===== src/rtl/stt_pkg.sv =====
`timescale 1ns / 1ps
`default_nettype none

package stt_pkg;

  localparam int DEFAULT_DEPTH = 16;

  // first name character that makes an expiring timer post its message
  localparam logic [7:0] NAME_H = 8'h48;

  localparam logic KIND_EXPIRY = 1'b0;
  localparam logic KIND_DONE   = 1'b1;

  localparam logic STATUS_OK   = 1'b0;
  localparam logic STATUS_FULL = 1'b1;

  typedef enum logic [1:0] {
    ACT_TICK = 2'd0,
    ACT_ADD  = 2'd1,
    ACT_DEL  = 2'd2,
    ACT_SET  = 2'd3
  } action_t;

  typedef enum logic [2:0] {
    S_IDLE,
    S_RD,
    S_EX,
    S_ADD,
    S_EMRD,
    S_EMLD,
    S_FIN
  } state_t;

  typedef struct packed {
    logic [15:0] key;
    logic [7:0]  id;
    logic [15:0] param;
    logic [15:0] countdown;
  } entry_t;

  typedef struct packed {
    logic [7:0]  id;
    logic [15:0] param;
  } expiry_t;

endpackage

`default_nettype wire


===== src/rtl/stt_entry_ram.sv =====
`timescale 1ns / 1ps
`default_nettype none

module stt_entry_ram
  import stt_pkg::*;
#(
  parameter int TABLE_DEPTH = DEFAULT_DEPTH,
  localparam int IdxW = (TABLE_DEPTH > 1) ? $clog2(TABLE_DEPTH) : 1
) (
  input  wire logic            clk,
  input  wire logic            we,
  input  wire logic [IdxW-1:0] waddr,
  input  wire entry_t          wdata,
  input  wire logic            re,
  input  wire logic [IdxW-1:0] raddr_a,
  input  wire logic [IdxW-1:0] raddr_b,
  output entry_t               rdata_a,
  output entry_t               rdata_b
);

  entry_t mem [TABLE_DEPTH];

  always_ff @(posedge clk) begin
    if (we) begin
      mem[waddr] <= wdata;
    end
  end

  always_ff @(posedge clk) begin
    if (re) begin
      rdata_a <= mem[raddr_a];
      rdata_b <= mem[raddr_b];
    end
  end

endmodule

`default_nettype wire


===== src/rtl/software_timer_table.sv =====
`timescale 1ns / 1ps
`default_nettype none

// channel | handshake           | payload
// input   | in_valid / in_ready | action, name_key, msg_id, msg_param, timeout
// output  | out_valid/out_ready | kind, out_msg_id, out_msg_param, status,
//         |                     | entries_in_use, last
//
// add: from the accept it goes through S_ADD and S_FIN to its completion item.
// tick and delete: each slot examined passes S_RD and S_EX, each expiry item
// S_EMRD and S_EMLD; set goes on to S_ADD for its add. each examined slot costs
// a read of the entry ram and, on a tick or a key hit, a write back.
// expiry items are buffered during the walk and sent after it, so they carry
// the final entry count. rst clears the fsm, the entry count and out_valid.
// a new item is taken once the completion item sits in the output register.

module software_timer_table
  import stt_pkg::*;
#(
  parameter int TABLE_DEPTH = DEFAULT_DEPTH
) (
  input  wire logic        clk,
  input  wire logic        rst,
  input  wire logic        in_valid,
  output logic             in_ready,
  input  wire logic [1:0]  action,
  input  wire logic [15:0] name_key,
  input  wire logic [7:0]  msg_id,
  input  wire logic [15:0] msg_param,
  input  wire logic [15:0] timeout,
  output logic             out_valid,
  input  wire logic        out_ready,
  output logic             kind,
  output logic [7:0]       out_msg_id,
  output logic [15:0]      out_msg_param,
  output logic             status,
  output logic [4:0]       entries_in_use,
  output logic             last
);

  localparam int IdxW = (TABLE_DEPTH > 1) ? $clog2(TABLE_DEPTH) : 1;
  localparam int CntW = $clog2(TABLE_DEPTH + 1);

  state_t state, state_next;

  logic [CntW-1:0] count;
  logic [CntW-1:0] idx;
  logic [CntW-1:0] nexp;
  logic [CntW-1:0] emit_idx;

  action_t     act;
  logic [15:0] key_r;
  logic [7:0]  id_r;
  logic [15:0] param_r;
  logic [15:0] tmo_r;
  logic        status_r;

  entry_t rd_a, rd_b;
  expiry_t rbuf [TABLE_DEPTH];
  expiry_t rbuf_q;

  logic            mem_we;
  logic [IdxW-1:0] mem_waddr;
  entry_t          mem_wdata;
  logic            mem_re;
  logic [IdxW-1:0] last_slot;
  logic            in_range;
  logic            out_free;
  logic            expired;
  logic            post;
  logic            key_hit;
  logic            full;

  assign last_slot = IdxW'(count - CntW'(1));
  assign in_range  = idx < count;
  assign out_free  = !out_valid || out_ready;
  assign expired   = rd_a.countdown == 16'd0;
  assign post      = expired && (rd_a.key[15:8] == NAME_H);
  assign key_hit   = rd_a.key == key_r;
  assign full      = count >= CntW'(TABLE_DEPTH);

  stt_entry_ram #(
    .TABLE_DEPTH(TABLE_DEPTH)
  ) u_ram (
    .clk    (clk),
    .we     (mem_we),
    .waddr  (mem_waddr),
    .wdata  (mem_wdata),
    .re     (mem_re),
    .raddr_a(idx[IdxW-1:0]),
    .raddr_b(last_slot),
    .rdata_a(rd_a),
    .rdata_b(rd_b)
  );

  // next state
  always_comb begin
    state_next = state;
    case (state)
      S_IDLE: begin
        if (in_valid) begin
          state_next = (action_t'(action) == ACT_ADD) ? S_ADD : S_RD;
        end
      end
      S_RD: begin
        if (in_range) begin
          state_next = S_EX;
        end else if (act == ACT_TICK) begin
          state_next = (nexp != '0) ? S_EMRD : S_FIN;
        end else if (act == ACT_SET) begin
          state_next = S_ADD;
        end else begin
          state_next = S_FIN;
        end
      end
      S_EX:   state_next = S_RD;
      S_ADD:  state_next = S_FIN;
      S_EMRD: state_next = S_EMLD;
      S_EMLD: begin
        if (out_free) begin
          state_next = (emit_idx + CntW'(1) == nexp) ? S_FIN : S_EMRD;
        end
      end
      S_FIN: begin
        if (out_free) begin
          state_next = S_IDLE;
        end
      end
      default: state_next = S_IDLE;
    endcase
  end

  // ram control
  always_comb begin
    in_ready  = 1'b0;
    mem_re    = 1'b0;
    mem_we    = 1'b0;
    mem_waddr = idx[IdxW-1:0];
    mem_wdata = rd_b;
    case (state)
      S_IDLE: in_ready = 1'b1;
      S_RD:   mem_re = in_range;
      S_EX: begin
        if (act == ACT_TICK) begin
          mem_we = 1'b1;
          if (!expired) begin
            mem_wdata = rd_a;
            mem_wdata.countdown = rd_a.countdown - 16'd1;
          end
        end else begin
          // last live entry fills the hole; a self move rewrites the same data
          mem_we = key_hit;
        end
      end
      S_ADD: begin
        mem_we    = !full;
        mem_waddr = count[IdxW-1:0];
        mem_wdata = '{key: key_r, id: id_r, param: param_r, countdown: tmo_r};
      end
      default: begin
      end
    endcase
  end

  always_ff @(posedge clk) begin
    if (rst) begin
      state <= S_IDLE;
    end else begin
      state <= state_next;
    end
  end

  always_ff @(posedge clk) begin
    if (rst) begin
      count <= '0;
    end else if (state == S_EX) begin
      if (act == ACT_TICK ? expired : key_hit) begin
        count <= count - CntW'(1);
      end
    end else if (state == S_ADD && !full) begin
      count <= count + CntW'(1);
    end
  end

  always_ff @(posedge clk) begin
    case (state)
      S_IDLE: begin
        if (in_valid) begin
          act      <= action_t'(action);
          key_r    <= name_key;
          id_r     <= msg_id;
          param_r  <= msg_param;
          tmo_r    <= timeout;
          status_r <= STATUS_OK;
          idx      <= '0;
          nexp     <= '0;
          emit_idx <= '0;
        end
      end
      S_EX: begin
        // a tick never looks at the moved entry again; a delete does
        if (act == ACT_TICK || !key_hit) begin
          idx <= idx + CntW'(1);
        end
        if (act == ACT_TICK && post) begin
          nexp <= nexp + CntW'(1);
        end
      end
      S_ADD: begin
        if (full) begin
          status_r <= STATUS_FULL;
        end
      end
      S_EMLD: begin
        if (out_free) begin
          emit_idx <= emit_idx + CntW'(1);
        end
      end
      default: begin
      end
    endcase
  end

  // expiry buffer, drained in slot order after the walk
  always_ff @(posedge clk) begin
    if (state == S_EX && act == ACT_TICK && post) begin
      rbuf[nexp[IdxW-1:0]] <= '{id: rd_a.id, param: rd_a.param};
    end
    if (state == S_EMRD) begin
      rbuf_q <= rbuf[emit_idx[IdxW-1:0]];
    end
  end

  always_ff @(posedge clk) begin
    if (rst) begin
      out_valid <= 1'b0;
    end else if (state == S_EMLD || state == S_FIN) begin
      if (out_free) begin
        out_valid <= 1'b1;
      end
    end else if (out_ready) begin
      out_valid <= 1'b0;
    end
  end

  always_ff @(posedge clk) begin
    if (out_free) begin
      if (state == S_EMLD) begin
        kind           <= KIND_EXPIRY;
        out_msg_id     <= rbuf_q.id;
        out_msg_param  <= rbuf_q.param;
        status         <= STATUS_OK;
        entries_in_use <= 5'(count);
        last           <= 1'b0;
      end else if (state == S_FIN) begin
        kind           <= KIND_DONE;
        out_msg_id     <= '0;
        out_msg_param  <= '0;
        status         <= status_r;
        entries_in_use <= 5'(count);
        last           <= 1'b1;
      end
    end
  end

`ifndef ASSERT_OFF
  a_count_bound: assert property (@(posedge clk) disable iff (rst)
    count <= CntW'(TABLE_DEPTH))
    else $error("entry count above table depth");

  a_count_step: assert property (@(posedge clk) disable iff (rst)
    !$past(rst) && count != $past(count) |->
      (count == $past(count) + CntW'(1) || count == $past(count) - CntW'(1)))
    else $error("entry count moved by more than one");

  a_expiry_bound: assert property (@(posedge clk) disable iff (rst)
    state != S_IDLE |-> nexp <= CntW'(TABLE_DEPTH))
    else $error("more expiries than table slots");

  a_last_is_done: assert property (@(posedge clk) disable iff (rst)
    out_valid |-> (last == (kind == KIND_DONE)))
    else $error("last flag out of step with result kind");

  a_accept_leaves_idle: assert property (@(posedge clk) disable iff (rst)
    in_valid && in_ready |=> state != S_IDLE && !in_ready)
    else $error("item accepted but fsm stayed idle");
`endif

endmodule

`default_nettype wire


===== config.mk =====
export PLATFORM = sky130hd
export DESIGN_NAME = software_timer_table
export DESIGN_NICKNAME = d
export VERILOG_FILES = /design/src/rtl/stt_pkg.sv /design/src/rtl/stt_entry_ram.sv /design/src/rtl/software_timer_table.sv
export SDC_FILE = /design/constraint.sdc
export NUM_CORES = 2
export LEC_CHECK = 0
export BUFFER_PORTS_ARGS = -buffer_cell sky130_fd_sc_hd__buf_2
export CORE_MARGIN = 3
export CORE_UTILIZATION = 68
export CTS_BUF_LIST = sky130_fd_sc_hd__clkbuf_8 sky130_fd_sc_hd__clkbuf_16
export DETAILED_ROUTE_END_ITERATION = 16
export PLACE_DENSITY = 0.85
export SLEW_MARGIN = 20
export SYNTH_ARGS = -nofsm -noshare
export SYNTH_HDL_FRONTEND = slang
export SYNTH_HIERARCHICAL = 1
export SYNTH_SLANG_ARGS = --single-unit

===== constraint.sdc =====
create_clock -name clk -period 25.8 [get_ports clk]
set_clock_uncertainty 0.1 [all_clocks]
set_input_delay 5.16 -clock clk [delete_from_list [all_inputs] [get_ports clk]]
set_output_delay 5.16 -clock clk [all_outputs]
set_load 0.01 [all_outputs]

# After elaboration in Yosys (flattened, before gate mapping)
# Memories as Yosys holds them, arrays and structs flattened. A register that Yosys moved wholly into a read port is not among the register bits.
# Index checks and enable logic that the tools add are counted.
# totals
ff_bits	114
ram_bits	1280
input_bits	62
out_inout_bits	34
memories	2
# op_classes
n_addsub	6
n_lt_le_gt_ge	2
eq_ne	19
muxes	47
n_reduce_logical	30
# mem_list
memory	words	word_bits	rd	rd_ports_with_merged_regs	wr	line	rtl
u_ram.mem	16	56	2	2	1	stt_entry_ram.sv:21	entry_t mem [TABLE_DEPTH];
rbuf	16	24	1	1	1	software_timer_table.sv:59	expiry_t rbuf [TABLE_DEPTH];
# ops
op	n
56-bit 2-to-1 mux	2
56-bit one-hot mux with 2 select lines	1
5-bit 2-to-1 mux	9
16-bit 2-to-1 mux	2
5-bit one-hot mux with 2 select lines	3
3-bit one-hot mux with 7 select lines	1
5-bit by 1-bit adder with 5-bit output, second input constant	4
3-bit 2-to-1 mux	6
16-bit == test	1
16-bit zero test	1
8-bit 2-to-1 mux	2
16-bit by 1-bit subtractor with 16-bit output, second input constant	1
1-bit 2-to-1 mux	15
3-bit AND reduction	5
2-bit nonzero test	6
2-bit inequality test, second input constant	5
3-bit == test, second input constant	3
8-bit by 7-bit == test with 1-bit output, second input constant	1
2-bit AND reduction	4
3-bit by 2-bit == test with 1-bit output, second input constant	2
2-bit 2-to-1 mux	3
2-bit by 1-bit inequality test with 1-bit output, second input constant	3
5-bit == test	1
5-bit >= comparator, second input constant	1
13 further kinds	22

# Depth between registers and ports, before layout
# logic_depth
ltp_word	5
mapped_depth	10
depth_no_buf	8

# Hierarchy
# Netlist, hierarchy kept.
# modules_own_cells
module	instances	cells_per_inst	area_each_um2
stt_entry_ram	1	1971	43412.9
software_timer_table	1	1092	21222.9

# Worst setup path before layout
# Ideal clock, no wire load.
# synth_path
kind	register to register
startpoint	register count[2]
endpoint	register, netlist name u_ram/rdata_a[0]
arrival_ps	8899
t_required_ps	24980
setup_slack_ps	16081
path_stages_with_launch	7
period_less_slack_ps	9719
cell_sequence	dfxtp_1 -> clkbuf_1 -> inv_1 -> ha_1 -> o211ai_1 -> o21ai_0 -> nor3_1
# synth_via
elab_chain_len	2
# synth_lines
element	line	rtl
from (decl)	software_timer_table.sv:46	logic [CntW-1:0] count;
from (signal assigned)	software_timer_table.sv:178	count <= count - CntW'(1);
from (signal assigned)	software_timer_table.sv:181	count <= count + CntW'(1);
5-bit less-than comparator	software_timer_table.sv:75	assign in_range = idx < count;
1-bit 2-to-1 mux	software_timer_table.sv:140	case (state)
named net mem_re	software_timer_table.sv:65	logic mem_re;
# The timed path passes the listed nets, and every way through them passes these cells.
# A chain may end at the register's enable or synchronous reset.

# Worst setup path after layout
# layout_path
startpoint	register state[1]
endpoint	output in_ready
# layout_via
elab_chain_len	2
# layout_lines
element	line	rtl
from (decl)	software_timer_table.sv:44	state_t state, state_next;
from (signal assigned)	software_timer_table.sv:169	state <= state_next;
3-bit zero test	software_timer_table.sv:140	
1-bit 2-to-1 mux	software_timer_table.sv:140	
to (decl)	software_timer_table.sv:25	output logic in_ready,
# Every way passes these cells.

==> impl_metrics.tcl <==
set metrics [dict create \
    status "finished, final reports clean" \
    route.detailed.drc 0 \
    grtUsageTotal_pct 35.9 \
    switching_share_pct 25.9 \
    post_cts_buffers 0 \
    hpwl_um 84200 \
    synth.distinct_cells 59 \
    vias 35501 \
    core_area_um2 93700 \
    cts_buffers 148 \
    cp.buffers_inverters 1 \
    wl_met2_um 88600 \
    num_io_pins 96 \
    path_delay_family "flip-flops" \
    gp_congestion 0.806 \
    period_minus_slack_ns 7.09 \
    ys_warn_count 6 \
    antenna_left 0 \
    combPwrFrac_pct 15.1 \
    grt_pass1_wl_um 252000 \
    final_area_um2 71000 \
    slew_violations 0 \
    start_kind "flop" \
    regArea_um2 45900 \
    synth_edf_count 1521 \
    rsz0062_at_grt "no" \
    cpPeakStageDelay_ns 0.75 \
    worstPathRequired_ns 20.54 \
    criticalPathCategory "reg -> out" \
    finalHoldViolations 0 \
    syn2layout_area_growth_pct 9.80 \
    p_total_w 0.00591 \
    avgRoutedWirePerCell_um 37.9 \
    hp-class "reg -> reg" \
    ys.flop_type "edfxtp_1" \
    cp_max_fo 19 \
    fill_cells 4627 \
    hold_buffers 0 \
    timing.fmax_mhz 141 \
    htreeDepth 4 \
    crit_slowest_cell "dfxtp_1" \
    multi_input_area_um2 17700 \
    setup_violations 0 \
    portBuffers 95 \
    synth_top_area_share_pct 70.7 \
    tightestPinTransition_ns 1.26 \
    die_x_um 314 \
    syn-instance-count 3063 \
    seq_area_frac_synth_pct 70.9 \
    seq_power_share_pct 50.6 \
    timing.max_cap.violations 0 \
    placed_area_um2 66400 \
    cts_buffer_depth 3 \
    cts_tree "built" \
    first_global_vias 37543 \
    fin_nets 3250 \
    dr_wl_met3_um 20900 \
    avgSynthCellArea_um2 21.1 \
    synth_nets 3139 \
    syn_area_um2 64600 \
    final_layout_size_suffix_gt1_share_pct 30.3 \
    rows 112 \
    die_area_um2 98800 \
    wirelength_met1_um 52500 \
    cp_cell_sequence "nor3_1, buf_2" \
    wl_um 172000 \
    clock_sinks 1530 \
    leakagePower_nw 22.9 \
    diodes 0 \
    cts.clk_slew.worst_paths_ns 0.07 \
    via_per_inst 7.80 \
    yosys.area.top_type "edfxtp_1" \
    fin_setup_tns_ns 0 \
    hold_slack_ns 0.422 \
    p_clk_share_pct 34.3 \
    antenna_found_initial 0 \
    root_buffer "clkbuf_16" \
    internal_power_w 0.00438 \
    drt-pass1-iter-count 12 \
    top_layer "met4" \
    critPathArrivalTime_ns 1.83 \
    drtIter0Drc 5792 \
    die_y_um 314 \
    post-route-period-util_pct 27.5 \
    slew_headroom_pct 16.1 \
    endpoint_kind "output port" \
    synth_area_leaders "edfxtp_1 71%, mux4_2 20%, a22oi_1 2.6%, nand2_1 0.82%, a222oi_1 0.76%" \
    cellPowerDensity_nw_per_um2 83.3 \
    cts_resized 0 \
    clkLatencyLatePin_ns 0.76 \
    power_switching_w 0.00153 \
    grt-ovfl-total 0 \
    grt_max_degree 166 \
    reg2reg_slack_ns 20.03 \
    ir_drop_mv 0.0676 \
    async_flop_share_pct 0 \
    start_util_pct 68.9 \
    ys_ff_latch 1530 \
]
## worst paths after layout
check | from | end | cells after the start
max | state[1] | in_ready | 2
min | status_r | status | 1
max reg2reg | key_r[6] | u_ram/mem[13][8] | 8
min reg2reg | status_r | status | 1
## area by class of cell
class,instances,area share [%]
tap,1254,2.21
clock inverter,119,0.961
multi-input combinational,1262,24.9
timing repair buffer,170,1.62
clock buffer,152,5.36
sequential,1530,64.6
inverter,62,0.351
## Yosys cell counts (3+ instances only)
master / n
a21oi_1: 11
a221o_1: 7
a222oi_1: 49
a22oi_1: 225
a31oi_1: 3
and2_1: 28
and3_1: 3
buf_1: 13
buf_2: 54
buf_4: 22
buf_6: 26
clkbuf_1: 94
dfxtp_1: 9
edfxtp_1: 1521
ha_1: 14
inv_1: 60
mux2_2: 6
mux4_2: 568
nand2_1: 141
nand2b_1: 8
nand3_1: 10
nand4_1: 3
nor2_1: 59
nor2b_1: 7
nor3_1: 17
nor4_1: 8
nor4b_1: 3
o21ai_0: 11
xnor2_1: 9
xor2_1: 35
## registers in the layout, summed over array words and instances, names as in the netlist, 2 cells and up
name and cells:
key_r 16, nexp 5, state 3, out_msg_id 8
tmo_r 16, rbuf 384, count 5, param_r 16
id_r 8, emit_idx 5, act 2, rbuf_q 24
u_ram/rdata_a 56, u_ram/rdata_b 56, u_ram/mem 896, out_msg_param 16
entries_in_use 5, idx 5
## kinds of logic after synthesis
kind of cell | count (synthesis) | synth area share [%]
AO/OA/AOI/OAI | 327 | 3.96
XOR/XNOR | 44 | 0.596
adder cells (fa/ha/maj) | 14 | 0.271
buffers and inverters | 271 | 2.11
flip-flops | 1530 | 70.9
multiplexers | 574 | 19.9
AND/OR/NAND/NOR | 303 | 2.22
## power by group through the flow
stage | clock, W | combinational (W) | sequential [W]
2_1_floorplan | 0 | 0.000632 | 0.00300
3_3_place_gp | 0 | 0.000819 | 0.00303
3_5_place_dp | 0 | 0.000855 | 0.00303
4_1_cts | 0.00204 | 0.000877 | 0.00299
5_1_grt | 0.00213 | 0.000941 | 0.00299
6_report | 0.00203 | 0.000894 | 0.00299
## per-stage QoR
| step | std cells | util [%] | setup WS [ns] |
|---|---|---|---|
| 6_report | 4549 | 75.7 | 18.71 |
| 3_5_place_dp | 4275 | 70.8 | 18.78 |
| 3_3_place_gp | 4274 | 70.8 | 18.85 |
| 2_1_floorplan | 3063 | - | 16.08 |
| 5_1_grt | 4549 | 75.7 | 18.64 |
| 4_1_cts | 4546 | 75.6 | 18.70 |
## metal layers
layer | up-vias | GRT usage (%)
li1 | 13413 | -
met1 | 18105 | 44.7
met2 | 3237 | 59.9
met3 | 746 | 7.75
met4 | 0 | 19.2
met5 | - | 0
## placed cells by master (no fill, tap or decap), types with 32 or more instances in the layout
cell       netlist  layout
edfxtp_1      1521    1521
mux4_2         568     568
a22oi_1        225     225
clkbuf_16        0     152
nand2_1        141     141
buf_2           54      95
inv_1           60      93
buf_4           22      66
a222oi_1        49      49
clkinv_1         0      40
xor2_1          35      35
nor2_1          59      32
Note: power is estimated with default switching activity, not from simulation.
